===== src/rtl/tmp_pkg.sv =====
// ----------------------------------------------------------------------------
// tmp_pkg
// Shared types, widths and command codes of the trapezoid motion profile.
// ----------------------------------------------------------------------------
package tmp_pkg;

   localparam int TMP_AXES_DEF      = 4;
   localparam int TMP_POS_SCALE_DEF = 8;

   localparam int TMP_OP_W    = 2;
   localparam int TMP_AXIS_W  = 2;
   localparam int TMP_CNT_W   = 32;   // target, measured and output positions
   localparam int TMP_SPEED_W = 24;
   localparam int TMP_RATE_W  = 16;
   localparam int TMP_POS_W   = 48;
   localparam int TMP_VEL_W   = 40;
   localparam int TMP_STEP_W  = 32;

   localparam logic [TMP_OP_W-1:0] TMP_OP_TICK     = 2'd0;
   localparam logic [TMP_OP_W-1:0] TMP_OP_MOVE     = 2'd1;
   localparam logic [TMP_OP_W-1:0] TMP_OP_VELOCITY = 2'd2;
   localparam logic [TMP_OP_W-1:0] TMP_OP_STOP     = 2'd3;

   // One axis worth of trajectory state, as held in the state memory
   typedef struct packed {
      logic signed [TMP_POS_W-1:0]  gen_pos;
      logic signed [TMP_VEL_W-1:0]  gen_vel;
      logic signed [TMP_STEP_W-1:0] step_vel;
      logic signed [TMP_POS_W-1:0]  end_pos;
      logic signed [TMP_VEL_W-1:0]  cruise_vel;
      logic        [TMP_RATE_W-1:0] ramp;
      logic signed [TMP_POS_W-1:0]  budget;
      logic signed [TMP_CNT_W-1:0]  out_pos;
   } tmp_entry_type;

   localparam int TMP_ENTRY_W = $bits(tmp_entry_type);

   typedef struct packed {
      logic pos_on;      // position move running on the axis
      logic load;        // capture entry, form distance
      logic vel_step;    // decide deceleration, form ramp candidates
      logic clamp_step;  // pick new velocity and step
   } tmp_adv_ctrl_type;

   typedef struct packed {
      logic finish;
      logic vel_zero;
      logic cruise_zero;
   } tmp_adv_stat_type;

endpackage


===== src/rtl/tmp_ram.sv =====
// ----------------------------------------------------------------------------
// tmp_ram
// Generic single-write, single-read synchronous RAM with registered read.
// ----------------------------------------------------------------------------
module tmp_ram #(
   parameter int WIDTH = tmp_pkg::TMP_ENTRY_W,
   parameter int DEPTH = tmp_pkg::TMP_AXES_DEF,
   parameter int AW    = (DEPTH > 1) ? $clog2(DEPTH) : 1
) (
   input  logic             clock,
   input  logic             wr_en,
   input  logic [AW-1:0]    wr_addr,
   input  logic [WIDTH-1:0] wr_data,
   input  logic             rd_en,
   input  logic [AW-1:0]    rd_addr,
   output logic [WIDTH-1:0] rd_data
);

   logic [WIDTH-1:0] mem_ff [DEPTH];
   logic [WIDTH-1:0] rd_data_ff;

   always_ff @(posedge clock) begin
      if (wr_en) begin
         mem_ff[wr_addr] <= wr_data;
      end
      if (rd_en) begin
         rd_data_ff <= mem_ff[rd_addr];
      end
   end

   assign rd_data = rd_data_ff;

endmodule


===== src/rtl/tmp_advance.sv =====
// ----------------------------------------------------------------------------
// tmp_advance
// Three-step datapath that moves one axis entry forward by one tick.
// ----------------------------------------------------------------------------
module tmp_advance #(
   parameter int POS_SCALE = tmp_pkg::TMP_POS_SCALE_DEF
) (
   input  logic                      clock,
   input  tmp_pkg::tmp_adv_ctrl_type ctrl,
   input  tmp_pkg::tmp_entry_type    entry_in,
   output tmp_pkg::tmp_entry_type    entry_cur,
   output tmp_pkg::tmp_entry_type    entry_upd,
   output tmp_pkg::tmp_adv_stat_type stat
);
   import tmp_pkg::*;

   tmp_entry_type                ent_ff;
   logic signed [TMP_POS_W-1:0]  dist_ff;
   logic                         gen_ge_ff, gen_le_ff, pos_on_ff;
   logic                         dec_ff, gv_pos_ff, big_pos_ff, big_neg_ff;
   logic                         below_ff, above_ff;
   logic signed [TMP_VEL_W-1:0]  vel_up_ff, vel_dn_ff, vel_new_ff;
   logic signed [TMP_STEP_W-1:0] step_new_ff;
   logic                         finish_ff;

   logic signed [TMP_POS_W-1:0]  rem;
   logic signed [TMP_VEL_W-1:0]  gv, rate, rate2;
   logic                         gv_pos, gv_neg, dec_in;
   logic signed [TMP_VEL_W-1:0]  vel_sel, vel_shift;
   logic signed [TMP_STEP_W-1:0] step_sel;
   logic                         finish_in;
   logic signed [TMP_POS_W-1:0]  step_ext, step_old_ext, budget_new, gen_new, gen_shift;

   // distance left after the stopping budget
   assign rem    = dist_ff - ent_ff.budget;
   assign gv     = ent_ff.gen_vel;
   assign rate   = $signed({{(TMP_VEL_W-TMP_RATE_W){1'b0}}, ent_ff.ramp});
   assign rate2  = rate <<< 1;
   assign gv_pos = !gv[TMP_VEL_W-1] && (gv != '0);
   assign gv_neg = gv[TMP_VEL_W-1];
   assign dec_in = pos_on_ff &&
                   ((gv_pos && (rem[TMP_POS_W-1] || rem == '0)) ||
                    (gv_neg && !rem[TMP_POS_W-1]));

   always_comb begin
      priority if (dec_ff) begin
         if (gv_pos_ff) begin
            vel_sel = big_pos_ff ? vel_dn_ff : gv;
         end else begin
            vel_sel = big_neg_ff ? vel_up_ff : gv;
         end
      end else if (below_ff) begin
         vel_sel = (vel_up_ff > ent_ff.cruise_vel) ? ent_ff.cruise_vel : vel_up_ff;
      end else if (above_ff) begin
         vel_sel = (vel_dn_ff < ent_ff.cruise_vel) ? ent_ff.cruise_vel : vel_dn_ff;
      end else begin
         vel_sel = gv;
      end
   end

   assign vel_shift = vel_sel >>> POS_SCALE;
   assign step_sel  = (dec_ff || below_ff || above_ff) ? vel_shift[TMP_STEP_W-1:0]
                                                       : ent_ff.step_vel;
   assign finish_in = dec_ff && (gv_pos_ff ? gen_ge_ff : gen_le_ff);

   always_ff @(posedge clock) begin
      if (ctrl.load) begin
         ent_ff    <= entry_in;
         dist_ff   <= entry_in.end_pos - entry_in.gen_pos;
         gen_ge_ff <= entry_in.gen_pos >= entry_in.end_pos;
         gen_le_ff <= entry_in.gen_pos <= entry_in.end_pos;
         pos_on_ff <= ctrl.pos_on;
      end
      if (ctrl.vel_step) begin
         dec_ff     <= dec_in;
         gv_pos_ff  <= gv_pos;
         big_pos_ff <= gv >= rate2;
         big_neg_ff <= gv <= -rate2;
         below_ff   <= gv < ent_ff.cruise_vel;
         above_ff   <= gv > ent_ff.cruise_vel;
         vel_up_ff  <= gv + rate;
         vel_dn_ff  <= gv - rate;
      end
      if (ctrl.clamp_step) begin
         vel_new_ff  <= vel_sel;
         step_new_ff <= step_sel;
         finish_ff   <= finish_in;
      end
   end

   assign step_ext     = {{(TMP_POS_W-TMP_STEP_W){step_new_ff[TMP_STEP_W-1]}}, step_new_ff};
   assign step_old_ext = {{(TMP_POS_W-TMP_STEP_W){ent_ff.step_vel[TMP_STEP_W-1]}},
                          ent_ff.step_vel};

   // decelerating spends the new step, ramping banks the old one
   always_comb begin
      priority if (dec_ff) begin
         budget_new = ent_ff.budget - step_ext;
      end else if (below_ff || above_ff) begin
         budget_new = ent_ff.budget + step_old_ext;
      end else begin
         budget_new = ent_ff.budget;
      end
   end

   assign gen_new   = finish_ff ? ent_ff.end_pos : ent_ff.gen_pos + step_ext;
   assign gen_shift = gen_new >>> POS_SCALE;

   always_comb begin
      entry_upd          = ent_ff;
      entry_upd.gen_pos  = gen_new;
      entry_upd.gen_vel  = vel_new_ff;
      entry_upd.step_vel = step_new_ff;
      entry_upd.budget   = budget_new;
      entry_upd.out_pos  = gen_shift[TMP_CNT_W-1:0];
   end

   assign entry_cur        = ent_ff;
   assign stat.finish      = finish_ff;
   assign stat.vel_zero    = (vel_new_ff == '0);
   assign stat.cruise_zero = (ent_ff.cruise_vel == '0);

endmodule


===== src/rtl/trapezoid_motion_profile.sv =====
// ----------------------------------------------------------------------------
// trapezoid_motion_profile
// Multi-axis trapezoidal set-point generator with per-axis state in a RAM.
// ----------------------------------------------------------------------------
// Usage:
//   A request is taken on a clock edge with start high and busy low. Ops:
//   tick, position move, velocity move, stop axis. A tick returns one
//   result per axis, axis 0 first, each on the rsp_ ports for exactly one
//   cycle with rsp_strobe high; rsp_last marks the highest axis.
//   Per axis the sequencer reads the state RAM, then either writes back an
//   advanced entry (read, distance, ramp, clamp, write steps for an axis
//   with a move running) or just reports it (read, distance, write for an
//   idle axis). A result shows up the cycle after its write step. A tick
//   keeps busy high until the last axis is reported, as all axes share the
//   one RAM port pair and the three-step update datapath and go one by one.
//   A move or velocity request keeps busy high for a read and a merge-write.
//   Stops, ignored moves and requests for a missing axis finish on the
//   accepting edge; busy stays low.
//   Reset clears the move bits and the RAM valid bits; an unwritten entry
//   reads as zero, so no clearing pass runs. The receiver cannot stall:
//   results are never held.
// ----------------------------------------------------------------------------
module trapezoid_motion_profile #(
   parameter int AXES      = tmp_pkg::TMP_AXES_DEF,
   parameter int POS_SCALE = tmp_pkg::TMP_POS_SCALE_DEF
) (
   input  logic                                   clock,
   input  logic                                   reset,
   input  logic                                   start,
   output logic                                   busy,
   input  logic        [tmp_pkg::TMP_OP_W-1:0]    req_op,
   input  logic        [tmp_pkg::TMP_AXIS_W-1:0]  req_axis,
   input  logic signed [tmp_pkg::TMP_CNT_W-1:0]   req_target_position,
   input  logic signed [tmp_pkg::TMP_SPEED_W-1:0] req_speed,
   input  logic        [tmp_pkg::TMP_RATE_W-1:0]  req_accel,
   input  logic                                   req_absolute,
   input  logic signed [tmp_pkg::TMP_CNT_W-1:0]   req_measured_position,
   input  logic                                   req_servo_idle,
   output logic                                   rsp_strobe,
   output logic        [tmp_pkg::TMP_AXIS_W-1:0]  rsp_out_axis,
   output logic signed [tmp_pkg::TMP_CNT_W-1:0]   rsp_set_position,
   output logic                                   rsp_active,
   output logic                                   rsp_last
);
   import tmp_pkg::*;

   localparam int AW = (AXES > 1) ? $clog2(AXES) : 1;
   localparam logic [AW-1:0] LAST_AXIS = AW'(AXES - 1);

   localparam logic [2:0] ST_IDLE  = 3'd0;
   localparam logic [2:0] ST_READ  = 3'd1;
   localparam logic [2:0] ST_DIFF  = 3'd2;
   localparam logic [2:0] ST_VEL   = 3'd3;
   localparam logic [2:0] ST_CLAMP = 3'd4;
   localparam logic [2:0] ST_WRITE = 3'd5;
   localparam logic [2:0] ST_CMD   = 3'd6;

   logic [2:0]      state_ff, state_in;
   logic [AW-1:0]   axis_ff, axis_in;
   logic [AXES-1:0] pos_on_ff, pos_on_in, vel_on_ff, vel_on_in, vld_ff, vld_in;
   logic            act_ff, act_in;
   logic            rsp_strobe_ff, rsp_strobe_in;
   logic            rsp_active_in, rsp_last_in;
   logic            rsp_active_ff, rsp_last_ff;
   logic [TMP_AXIS_W-1:0]       rsp_axis_ff, rsp_axis_in;
   logic signed [TMP_CNT_W-1:0] rsp_pos_ff, rsp_pos_in;

   // request payload
   logic [TMP_OP_W-1:0]          op_ff;
   logic                         done_ff, abs_ff;
   logic signed [TMP_CNT_W-1:0]  target_ff, meas_ff;
   logic signed [TMP_SPEED_W-1:0] speed_ff;
   logic [TMP_RATE_W-1:0]        accel_ff;

   // command operands prepared while the RAM read is in flight
   logic signed [TMP_POS_W-1:0] cmd_gen_ff, cmd_end_ff;
   logic signed [TMP_VEL_W-1:0] cmd_up_ff, cmd_dn_ff, cmd_spd_ff;

   logic                         accept, in_range, req_done;
   logic [AW-1:0]                req_idx;
   logic signed [TMP_CNT_W-1:0]  end_cnt;
   logic signed [TMP_POS_W-1:0]  meas_ext, end_ext;
   logic signed [TMP_SPEED_W:0]  speed_ext, speed_mag;
   logic signed [TMP_VEL_W-1:0]  mag_ext, spd_ext, mag_sh;

   logic                         ram_we, ram_re;
   logic [TMP_ENTRY_W-1:0]       ram_rd, ram_wd;
   tmp_entry_type                rd_entry, ent_cmd;
   tmp_entry_type                adv_cur, adv_upd;
   tmp_adv_ctrl_type             adv_ctrl;
   tmp_adv_stat_type             adv_stat;
   logic                         pos_keep, vel_keep;

   assign busy     = (state_ff != ST_IDLE);
   assign accept   = start && !busy;
   assign in_range = ({{(32-TMP_AXIS_W){1'b0}}, req_axis} < 32'(AXES));
   assign req_idx  = AW'(req_axis);
   assign req_done = !pos_on_ff[req_idx] && req_servo_idle;

   tmp_ram #(
      .WIDTH (TMP_ENTRY_W),
      .DEPTH (AXES),
      .AW    (AW)
   ) u_state_ram (
      .clock   (clock),
      .wr_en   (ram_we),
      .wr_addr (axis_ff),
      .wr_data (ram_wd),
      .rd_en   (ram_re),
      .rd_addr (axis_ff),
      .rd_data (ram_rd)
   );

   tmp_advance #(
      .POS_SCALE (POS_SCALE)
   ) u_advance (
      .clock     (clock),
      .ctrl      (adv_ctrl),
      .entry_in  (rd_entry),
      .entry_cur (adv_cur),
      .entry_upd (adv_upd),
      .stat      (adv_stat)
   );

   // an entry never written reads as all zero
   assign rd_entry = vld_ff[axis_ff] ? tmp_entry_type'(ram_rd) : '0;

   // command operands
   assign end_cnt   = abs_ff ? target_ff : target_ff + meas_ff;
   assign meas_ext  = {{(TMP_POS_W-TMP_CNT_W){meas_ff[TMP_CNT_W-1]}}, meas_ff};
   assign end_ext   = {{(TMP_POS_W-TMP_CNT_W){end_cnt[TMP_CNT_W-1]}}, end_cnt};
   assign speed_ext = {speed_ff[TMP_SPEED_W-1], speed_ff};
   assign speed_mag = speed_ext[TMP_SPEED_W] ? -speed_ext : speed_ext;
   assign mag_ext   = {{(TMP_VEL_W-TMP_SPEED_W-1){1'b0}}, speed_mag};
   assign spd_ext   = {{(TMP_VEL_W-TMP_SPEED_W){speed_ff[TMP_SPEED_W-1]}}, speed_ff};
   assign mag_sh    = mag_ext <<< POS_SCALE;

   always_ff @(posedge clock) begin
      if (accept) begin
         op_ff     <= req_op;
         done_ff   <= req_done;
         abs_ff    <= req_absolute;
         target_ff <= req_target_position;
         meas_ff   <= req_measured_position;
         speed_ff  <= req_speed;
         accel_ff  <= req_accel;
      end
      if (state_ff == ST_READ) begin
         cmd_gen_ff <= meas_ext <<< POS_SCALE;
         cmd_end_ff <= end_ext <<< POS_SCALE;
         cmd_up_ff  <= mag_sh;
         cmd_dn_ff  <= -mag_sh;
         cmd_spd_ff <= spd_ext <<< POS_SCALE;
      end
   end

   // merge a move or velocity request into the stored entry
   always_comb begin
      ent_cmd = rd_entry;
      if (op_ff == TMP_OP_MOVE) begin
         ent_cmd.gen_pos    = cmd_gen_ff;
         ent_cmd.end_pos    = cmd_end_ff;
         ent_cmd.cruise_vel = (cmd_end_ff > cmd_gen_ff) ? cmd_up_ff : cmd_dn_ff;
         ent_cmd.ramp       = accel_ff;
         ent_cmd.gen_vel    = '0;
         ent_cmd.step_vel   = '0;
         ent_cmd.budget     = '0;
      end else begin
         if (done_ff) begin
            ent_cmd.gen_pos  = cmd_gen_ff;
            ent_cmd.gen_vel  = '0;
            ent_cmd.step_vel = '0;
         end
         ent_cmd.cruise_vel = cmd_spd_ff;
         ent_cmd.ramp       = accel_ff;
      end
   end

   assign pos_keep = pos_on_ff[axis_ff] && !adv_stat.finish;
   assign vel_keep = vel_on_ff[axis_ff] && !(adv_stat.cruise_zero && adv_stat.vel_zero);

   always_comb begin
      state_in      = state_ff;
      axis_in       = axis_ff;
      pos_on_in     = pos_on_ff;
      vel_on_in     = vel_on_ff;
      vld_in        = vld_ff;
      act_in        = act_ff;
      ram_re        = 1'b0;
      ram_we        = 1'b0;
      ram_wd        = ent_cmd;
      adv_ctrl      = '0;
      adv_ctrl.pos_on = pos_on_ff[axis_ff];
      rsp_strobe_in = 1'b0;
      rsp_axis_in   = rsp_axis_ff;
      rsp_pos_in    = rsp_pos_ff;
      rsp_active_in = rsp_active_ff;
      // drop the last flag once its result cycle is over
      rsp_last_in   = 1'b0;
      unique case (state_ff)
         ST_IDLE: begin
            if (accept) begin
               priority if (req_op == TMP_OP_TICK) begin
                  axis_in  = '0;
                  state_in = ST_READ;
               end else if (!in_range) begin
                  state_in = ST_IDLE;
               end else if (req_op == TMP_OP_STOP) begin
                  pos_on_in[req_idx] = 1'b0;
                  vel_on_in[req_idx] = 1'b0;
               end else if (req_op == TMP_OP_MOVE && !req_done) begin
                  state_in = ST_IDLE;
               end else begin
                  axis_in  = req_idx;
                  state_in = ST_READ;
               end
            end
         end
         ST_READ: begin
            ram_re   = 1'b1;
            state_in = (op_ff == TMP_OP_TICK) ? ST_DIFF : ST_CMD;
         end
         ST_DIFF: begin
            adv_ctrl.load = 1'b1;
            act_in   = pos_on_ff[axis_ff] || vel_on_ff[axis_ff];
            state_in = (pos_on_ff[axis_ff] || vel_on_ff[axis_ff]) ? ST_VEL : ST_WRITE;
         end
         ST_VEL: begin
            adv_ctrl.vel_step = 1'b1;
            state_in = ST_CLAMP;
         end
         ST_CLAMP: begin
            adv_ctrl.clamp_step = 1'b1;
            state_in = ST_WRITE;
         end
         ST_WRITE: begin
            rsp_strobe_in = 1'b1;
            rsp_axis_in   = TMP_AXIS_W'(axis_ff);
            rsp_last_in   = (axis_ff == LAST_AXIS);
            if (act_ff) begin
               ram_we             = 1'b1;
               ram_wd             = adv_upd;
               vld_in[axis_ff]    = 1'b1;
               pos_on_in[axis_ff] = pos_keep;
               vel_on_in[axis_ff] = vel_keep;
               rsp_pos_in         = adv_upd.out_pos;
               rsp_active_in      = pos_keep || vel_keep;
            end else begin
               rsp_pos_in    = adv_cur.out_pos;
               rsp_active_in = 1'b0;
            end
            if (axis_ff == LAST_AXIS) begin
               state_in = ST_IDLE;
            end else begin
               axis_in  = axis_ff + 1'b1;
               state_in = ST_READ;
            end
         end
         ST_CMD: begin
            ram_we          = 1'b1;
            vld_in[axis_ff] = 1'b1;
            if (op_ff == TMP_OP_MOVE) begin
               pos_on_in[axis_ff] = 1'b1;
               vel_on_in[axis_ff] = 1'b0;
            end else begin
               pos_on_in[axis_ff] = 1'b0;
               vel_on_in[axis_ff] = 1'b1;
            end
            state_in = ST_IDLE;
         end
         default: begin
            state_in = ST_IDLE;
         end
      endcase
   end

   always_ff @(posedge clock) begin
      if (reset) begin
         state_ff      <= ST_IDLE;
         axis_ff       <= '0;
         pos_on_ff     <= '0;
         vel_on_ff     <= '0;
         vld_ff        <= '0;
         act_ff        <= 1'b0;
         rsp_strobe_ff <= 1'b0;
      end else begin
         state_ff      <= state_in;
         axis_ff       <= axis_in;
         pos_on_ff     <= pos_on_in;
         vel_on_ff     <= vel_on_in;
         vld_ff        <= vld_in;
         act_ff        <= act_in;
         rsp_strobe_ff <= rsp_strobe_in;
      end
   end

   always_ff @(posedge clock) begin
      rsp_axis_ff   <= rsp_axis_in;
      rsp_pos_ff    <= rsp_pos_in;
      rsp_active_ff <= rsp_active_in;
      rsp_last_ff   <= rsp_last_in;
   end

   assign rsp_strobe       = rsp_strobe_ff;
   assign rsp_out_axis     = rsp_axis_ff;
   assign rsp_set_position = rsp_pos_ff;
   assign rsp_active       = rsp_active_ff;
   assign rsp_last         = rsp_last_ff;

   a_strobe_after_write: assert property (@(posedge clock) disable iff (reset)
      rsp_strobe |-> $past(state_ff) == ST_WRITE)
      else $error("result strobe without a write step");

   a_ram_one_access: assert property (@(posedge clock) disable iff (reset)
      ram_we |-> !ram_re)
      else $error("state RAM read and write in the same cycle");

   a_move_kinds_exclusive: assert property (@(posedge clock) disable iff (reset)
      (pos_on_ff & vel_on_ff) == '0)
      else $error("position and velocity move both running on one axis");

   a_last_has_strobe: assert property (@(posedge clock) disable iff (reset)
      rsp_last |-> rsp_strobe)
      else $error("last flag without result strobe");

   a_tick_goes_busy: assert property (@(posedge clock) disable iff (reset)
      (accept && req_op == TMP_OP_TICK) |=> busy)
      else $error("tick request did not start the axis sweep");

endmodule


===== config.mk =====
export PLATFORM = sky130hd
export DESIGN_NAME = trapezoid_motion_profile
export DESIGN_NICKNAME = d
export VERILOG_FILES = /design/src/rtl/tmp_pkg.sv /design/src/rtl/tmp_ram.sv /design/src/rtl/tmp_advance.sv /design/src/rtl/trapezoid_motion_profile.sv
export SDC_FILE = /design/constraint.sdc
export NUM_CORES = 2
export LEC_CHECK = 0
export BUFFER_PORTS_ARGS = -buffer_cell sky130_fd_sc_hd__buf_2
export CAP_MARGIN = 20
export CORE_ASPECT_RATIO = 0.5
export CORE_MARGIN = 5
export CORE_UTILIZATION = 30
export DETAILED_ROUTE_END_ITERATION = 10
export PLACE_DENSITY_LB_ADDON = 0.1
export RECOVER_POWER = 25
export SLEW_MARGIN = 20
export SYNTH_ARGS = -nofsm -noshare
export SYNTH_HDL_FRONTEND = slang
export SYNTH_SLANG_ARGS = --single-unit

===== constraint.sdc =====
create_clock -name clock -period 35.8 [get_ports clock]
set_clock_uncertainty 0.2 [all_clocks]
set_input_delay 7.16 -clock clock [delete_from_list [all_inputs] [get_ports clock]]
set_output_delay 7.16 -clock clock [all_outputs]
set_load 0.02 [all_outputs]

---- Word level (Yosys, flattened, before mapping) ----
Memory sizes are Yosys's and may differ from the RTL's. A register that Yosys moved wholly into a read port is not among the register bits.
Index checks and enable logic that the tools add are counted.
storage, ports and cells
  register bits ........................... 830
  bits in latches ......................... 0
  RAM bits ................................ 1216
  memory bits (read-only) ................. 0
  input port bits ......................... 113
  logic and storage cells ................. 216
  memories ................................ 1
cells by class
  add/sub/neg operators ................... 12
  multiply operators ...................... 0
  divide/modulo/power cells ............... 0
  magnitude comparators ................... 13
  equal/unequal tests ..................... 17
  shift-type cells ........................ 0
  mux-type cells .......................... 76
  bitwise operators ....................... 9
  reductions and logical operators ........ 42
memories
  name                depth  width  rd ports  clocked after Yosys merged registers in  write ports  line           text
  u_state_ram.mem_ff  4      304    1         1                                        1            tmp_ram.sv:19  logic [WIDTH-1:0] mem_ff [DEPTH];
operator list
  operator                                                        number
  304-bit two-way mux                                             3
  40-bit two-way mux                                              9
  120-bit two-way mux                                             2
  48-bit two-way mux                                              5
  40-bit greater-than comparator                                  3
  48-bit by 32-bit adder with 48-bit output                       2
  32-bit two-way mux                                              3
  48-bit subtractor                                               2
  40-bit zero test                                                2
  40-bit < comparator                                             2
  56-bit two-way mux                                              1
  48-bit greater-or-equal comparator                              1
  48-bit <= comparator                                            1
  48-bit zero test                                                1
  48-bit by 32-bit subtractor with 48-bit output                  1
  4-bit two-way mux                                               11
  40-bit by 17-bit adder with 40-bit output                       1
  40-bit by 18-bit greater-or-equal comparator with 1-bit output  1
  40-bit <= comparator                                            1
  17-bit negation with 40-bit output                              1
  33-bit negation with 40-bit output                              1
  40-bit nonzero test                                             1
  40-bit by 17-bit subtractor with 40-bit output                  1
  32-bit adder                                                    1
  35 further kinds                                                112

---- Longest topological paths before layout ----
  depth after elaboration ................. 11
  depth in mapped cells ................... 19
  mapped depth without buffers ............ 19

---- Hierarchy ----
From an unflattened synthesis, not the netlist that was laid out.
unflattened totals
  cells, all modules ...................... 8480
  area, all modules ....................... 115191.7 µm²
modules (own cells, without submodules)
  module                    instances  cells each  area each (µm²)
  tmp_ram                   1          1896        53042.1
  tmp_advance               1          4510        41861.4
  trapezoid_motion_profile  1          2074        20288.2

---- Worst setup path after synthesis ----
Ideal clock, no wire load.
  path kind ............................... register to register
  start point ............................. register state_ff[1]
  end point ............................... register state_ff[1]
  library setup time ...................... 0.133 ns
  arrival ................................. 17.884 ns
  data required time ...................... 35.467 ns
  setup slack ............................. 17.583 ns
  stages on the path, launching flop included .. 6
  cells stage by stage .................... dfxtp_1 > clkbuf_1 > nand2b_1 > nor2_1 > o21ai_0 > a21oi_1
between the ends
  cells in the longest elaborated chain, start to end .. 5
ends and longest elaborated chain
  item                             line                             text
  start: declaration               trapezoid_motion_profile.sv:58   logic [2:0] state_ff, state_in;
  start signal: assignment         trapezoid_motion_profile.sv:287  state_ff <= state_in;
  3-bit nonzero test               trapezoid_motion_profile.sv:94   assign busy = (state_ff != ST_IDLE);
  1-bit zero test                  trapezoid_motion_profile.sv:95   assign accept = start && !busy;
  1-bit logical AND                trapezoid_motion_profile.sv:95
  2-bit inequality test (no line)  --
  2-bit AND reduction (no line)    --
Parallel ways exist; a longest one is shown, timed or not.
A chain may end at the register's enable or synchronous reset.

---- Worst setup path after layout ----
  start point ............................. register axis_ff[0]
  end point ............................... memory u_state_ram.mem_ff[0][99] (netlist name) (enable)
RTL lines
  item                      line                             text
  start: declaration        trapezoid_motion_profile.sv:59   logic [AW-1:0] axis_ff, axis_in;
  start signal: assignment  trapezoid_motion_profile.sv:288  axis_ff <= axis_in;
  end: declaration          tmp_ram.sv:19
Straight into the memory's write port.

==> metrics.log <==
INFO  metric setup_violations = 0
INFO  metric slack_of_the_worst_reg_to_reg_path = ~23 ns
INFO  metric grt_setup_unrepaired = false
INFO  metric multiInputGateArea = ~40000 sq um
INFO  metric worst_setup_path_endpoint = u_state_ram.mem_ff[0][99]
INFO  metric synth-main-ff-cell = sky130_fd_sc_hd__edfxtp_1
INFO  metric worst_slew_margin_rel = -4.40
INFO  metric layout-drive-gt1-share = 0.124
INFO  metric top_cell_type_s_share_of_synthesized_area = 0.615
INFO  metric wp_data_required = ~36 ns
INFO  metric gr-total-overflow = 0
INFO  metric pin_count = 151
INFO  metric detailroute.via_count = 70700
INFO  metric vdd_ir_drop_max = 0.0419 mV
INFO  metric synth_edf_count = about 2300
INFO  metric report.final.hold_viol_count = 0
INFO  metric worstSkewPairLatency = 0.92 ns
INFO  metric route.final.wire_length = 358000 microns
INFO  metric route.detailed.vias_per_inst = 5.21
INFO  metric r2r-end = u_state_ram.mem_ff[0][99]
INFO  metric drt_pass1_iterations = 8
INFO  metric synth-async-reset-ratio = 0
INFO  metric regArea = approximately 70000 sq um
INFO  metric hold_path.class = flop to flop
INFO  metric count_of_warnings_emitted_by_yosys = 0
INFO  metric hold_buf_cts = 0
INFO  metric antenna_found_initial = 12
INFO  metric synth.ff_latch_count = 2339
INFO  metric crit_start = axis_ff[0]
INFO  metric die_h = 444 microns
INFO  metric max_cap_violations = 28
INFO  metric total_die_area = 391000 sq um
INFO  metric ys_seq_area_frac = 0.619
INFO  metric placementRows = 159
INFO  metric rr_startpoint = axis_ff[0]
INFO  metric cts_root_buf = sky130_fd_sc_hd__clkbuf_16
INFO  metric timing_worst_slew_pin_value = slightly above 8 ns
INFO  metric grt_use_total = 0.178
INFO  metric number_of_buffers_added_by_the_clock_tree_synthesis_step = 232
INFO  metric fmax = 78.9 MHz
INFO  metric accumulated_negative_setup_slack = 0 ns
INFO  metric critical_path_at = 12.99 ns
INFO  metric ys_types = 102
INFO  metric tritoncts = yes
INFO  metric number_of_global_route_vias_before_repair = 70900
INFO  metric hold-worst-slack = 0.267 ns
INFO  metric crit_fanout = 82
INFO  metric drt_first_iter_violations = 5950
INFO  metric fillers = approximately 37000
INFO  metric post-dp-hpwl = 240000 microns
INFO  metric r2r_cells = 7
INFO  metric critical_path_end_type = flop
INFO  metric critPathKind = flop to flop
INFO  metric fin_crit = ~13 ns
INFO  metric yosys.area.top_type = sky130_fd_sc_hd__edfxtp_1
INFO  metric netlist_instances = 8259
INFO  metric design.final.nets = 9022
INFO  metric cts.htree.levels = 4
INFO  metric max-clock-path-buffers = 4
INFO  metric finalMaxSlewViolations = about 1400
INFO  metric cts_resized = 0
INFO  metric grt_first_pass_wirelength = 517000 microns
INFO  metric failed_checks = max-capacitance violations, max-slew violations
INFO  metric gp_routability_congestion = ~0.83
INFO  metric numPortBuffers = 150
INFO  metric postSynthAreaPerCell = 13.7 sq um
INFO  metric total_leakage_power = 0.0439 uW
INFO  metric grt_max_degree = 125
INFO  metric chipWidth = a little under 900 microns
INFO  metric layout-area-overhead-vs-synth = 12.5%
INFO  metric final_critical_path_share_of_the_clock_period = 0.354
INFO  metric clk_pin_slew = ~0.070 ns
INFO  metric synth_area_leaders = sky130_fd_sc_hd__edfxtp_1, sky130_fd_sc_hd__mux4_2, sky130_fd_sc_hd__ha_1
INFO  metric postRouteAntennaNets = 0
INFO  metric syn-num-nets = 8892
INFO  metric status = finished, violations left
INFO  metric postCtsSetupBuffers = 0
INFO  metric start_kind = flop
INFO  metric cts_sinks = ~2300
INFO  metric finish.utilization = 0.339
INFO  metric worstHoldStart = meas_ff[13]
INFO  metric power_per_cell_area = around 50 nW/um^2
INFO  metric syn_area = approximately 110000 sq um
INFO  metric remaining_drc_errors = 0
INFO  metric floorplan.initialDensity = 0.301
INFO  metric core_region_area = 376000 sq um
INFO  metric detail_route.wl_per_cell = 26.4 microns
[state kept, by name, indices dropped and copies added (netlist names), 39 cells and up]
register and count:
u_advance.dist_ff 48, u_advance.entry_cur 264, u_advance.gv 40, u_advance.vel_dn_ff 40, u_advance.vel_new_ff 40, u_advance.vel_up_ff 39
u_state_ram.mem_ff 1216, u_state_ram.rd_data 304
[cell families after synthesis]
kind of cell / after synthesis / synth area share
xor gates and xnor gates: 317 / 0.0246
adders and majority gates: 520 / 0.0580
muxes: 497 / 0.0789
AOI/OAI and AO/OA: 1867 / 0.109
and+or+nand+nor: 1973 / 0.0865
buffers and inverters: 745 / 0.0248
other: 1 / 0.0000331
DFF: 2339 / 0.619
[per-layer routing]
metal  up-vias  part of all wire  global-route usage
met4         0             0.019              0.0344
met2      1667              0.43               0.272
li1      32200                 -                   -
met3       380             0.048              0.0249
met1     36400              0.50               0.270
met5         -                 0                   0
[final cells by class]
class	instances	share of cell area
Clock buffer	277	0.0476
Multi-Input combinational cell	5175	0.318
Inverter	358	0.0106
Clock inverter	139	0.0111
Timing Repair Buffer	283	0.0139
Tap cell	4991	0.0490
Sequential cell	2339	0.550
Antenna cell	6	0.000118
[report_power, final]
| group | switching, uW | leakage [uW] | total [uW] | internal, uW |
|---|---|---|---|---|
| logic | 415 | 0.0197 | 649 | 234 |
| registers | 75.7 | 0.0206 | 3220 | 3150 |
| clock network | 1110 | 0.00365 | 2510 | 1390 |
| total | 1600 | 0.0439 | 6380 | 4770 |
[synthesized netlist by cell type, types with 20 or more instances]
cell type / instances
sky130_fd_sc_hd__nor4_1: 63
sky130_fd_sc_hd__o21bai_1: 44
sky130_fd_sc_hd__dfxtp_1: 20
sky130_fd_sc_hd__a211o_1: 34
sky130_fd_sc_hd__nand4_1: 87
sky130_fd_sc_hd__edfxtp_1: 2319
sky130_fd_sc_hd__a21o_1: 236
sky130_fd_sc_hd__nand2b_1: 74
sky130_fd_sc_hd__o21ai_0: 396
sky130_fd_sc_hd__a31oi_1: 66
sky130_fd_sc_hd__and2_1: 279
sky130_fd_sc_hd__inv_1: 355
sky130_fd_sc_hd__nor2b_1: 57
sky130_fd_sc_hd__nand2_1: 616
sky130_fd_sc_hd__a22oi_1: 46
sky130_fd_sc_hd__clkbuf_1: 325
sky130_fd_sc_hd__mux4_2: 308
sky130_fd_sc_hd__or3_1: 29
sky130_fd_sc_hd__nor2_1: 364
sky130_fd_sc_hd__mux2i_1: 106
sky130_fd_sc_hd__a22o_1: 96
sky130_fd_sc_hd__o31ai_1: 52
sky130_fd_sc_hd__xnor2_1: 212
sky130_fd_sc_hd__a221oi_1: 23
sky130_fd_sc_hd__xor2_1: 104
sky130_fd_sc_hd__ha_1: 512
sky130_fd_sc_hd__o21a_1: 57
sky130_fd_sc_hd__a21oi_1: 443
sky130_fd_sc_hd__nand3_1: 144
sky130_fd_sc_hd__nor3_1: 112
sky130_fd_sc_hd__a21boi_0: 20
sky130_fd_sc_hd__o22ai_1: 21
sky130_fd_sc_hd__mux2_2: 83
sky130_fd_sc_hd__o211ai_1: 86
sky130_fd_sc_hd__buf_1: 55
sky130_fd_sc_hd__and3_1: 46
sky130_fd_sc_hd__a211oi_1: 81
[per-stage QoR]
stage / setup WS, ns / total power [uW] / area (sq um) / cells
2_1_floorplan: 17.58 / 3710 / 113000 / 8259
3_3_place_gp: 26.72 / 3930 / 120000 / 13100
3_5_place_dp: 26.77 / 3930 / 120000 / 13100
4_1_cts: 26.20 / 6460 / 128000 / 13600
5_1_grt: 21.96 / 6650 / 127000 / 13600
6_report: 23.13 / 6380 / 127000 / 13600
[worst min-delay path by stage]
stage / end / slack [ns] / depth (start not counted)
3_5_place_dp: cmd_gen_ff[21] / 0.26 / 0
5_1_grt: cmd_gen_ff[21] / 0.30 / 0
6_report: cmd_gen_ff[21] / 0.27 / 0
4_1_cts: vld_ff[0] / 0.28 / 2
3_3_place_gp: vld_ff[2] / 0.25 / 2
2_1_floorplan: cmd_spd_ff[19] / 0.22 / 0
[worst max-delay path: stages (launching register included)]
cell and delay (ns):
sky130_fd_sc_hd__dfxtp_1 1.12, sky130_fd_sc_hd__clkbuf_1 1.44, sky130_fd_sc_hd__inv_1 0.39, sky130_fd_sc_hd__ha_1 0.31, sky130_fd_sc_hd__and2_0 1.82, sky130_fd_sc_hd__clkbuf_1 4.70, sky130_fd_sc_hd__buf_4 1.18, sky130_fd_sc_hd__buf_4 0.76
[layout by cell type (no fill, tap or decap), types with 44 or more instances in the layout]
cell / Yosys / routed
sky130_fd_sc_hd__a21o_1: 236 / 236
sky130_fd_sc_hd__a21oi_1: 443 / 443
sky130_fd_sc_hd__mux2i_1: 106 / 106
sky130_fd_sc_hd__buf_4: 0 / 98
sky130_fd_sc_hd__inv_1: 355 / 354
sky130_fd_sc_hd__nand2b_1: 74 / 72
sky130_fd_sc_hd__nor4_1: 63 / 62
sky130_fd_sc_hd__xnor2_1: 212 / 212
sky130_fd_sc_hd__nand4_1: 87 / 87
sky130_fd_sc_hd__buf_2: 5 / 150
sky130_fd_sc_hd__a211oi_1: 81 / 80
sky130_fd_sc_hd__a22oi_1: 46 / 46
sky130_fd_sc_hd__clkbuf_1: 325 / 64
sky130_fd_sc_hd__nor3_1: 112 / 108
sky130_fd_sc_hd__xor2_1: 104 / 105
sky130_fd_sc_hd__edfxtp_1: 2319 / 2319
sky130_fd_sc_hd__and3_1: 46 / 45
sky130_fd_sc_hd__o21a_1: 57 / 57
sky130_fd_sc_hd__o21ai_0: 396 / 396
sky130_fd_sc_hd__clkbuf_16: 0 / 234
sky130_fd_sc_hd__and2_0: 1 / 97
sky130_fd_sc_hd__nor2b_1: 57 / 54
sky130_fd_sc_hd__clkinv_2: 0 / 46
sky130_fd_sc_hd__o31ai_1: 52 / 53
sky130_fd_sc_hd__mux2_2: 83 / 82
sky130_fd_sc_hd__o21bai_1: 44 / 44
sky130_fd_sc_hd__o211ai_1: 86 / 86
sky130_fd_sc_hd__and2_1: 279 / 182
sky130_fd_sc_hd__a22o_1: 96 / 96
sky130_fd_sc_hd__nand3_1: 144 / 145
sky130_fd_sc_hd__a31oi_1: 66 / 65
sky130_fd_sc_hd__nand2_1: 616 / 615
sky130_fd_sc_hd__ha_1: 512 / 512
sky130_fd_sc_hd__mux4_2: 308 / 308
sky130_fd_sc_hd__nor2_1: 364 / 358
Power figures use the tool's default switching activity.
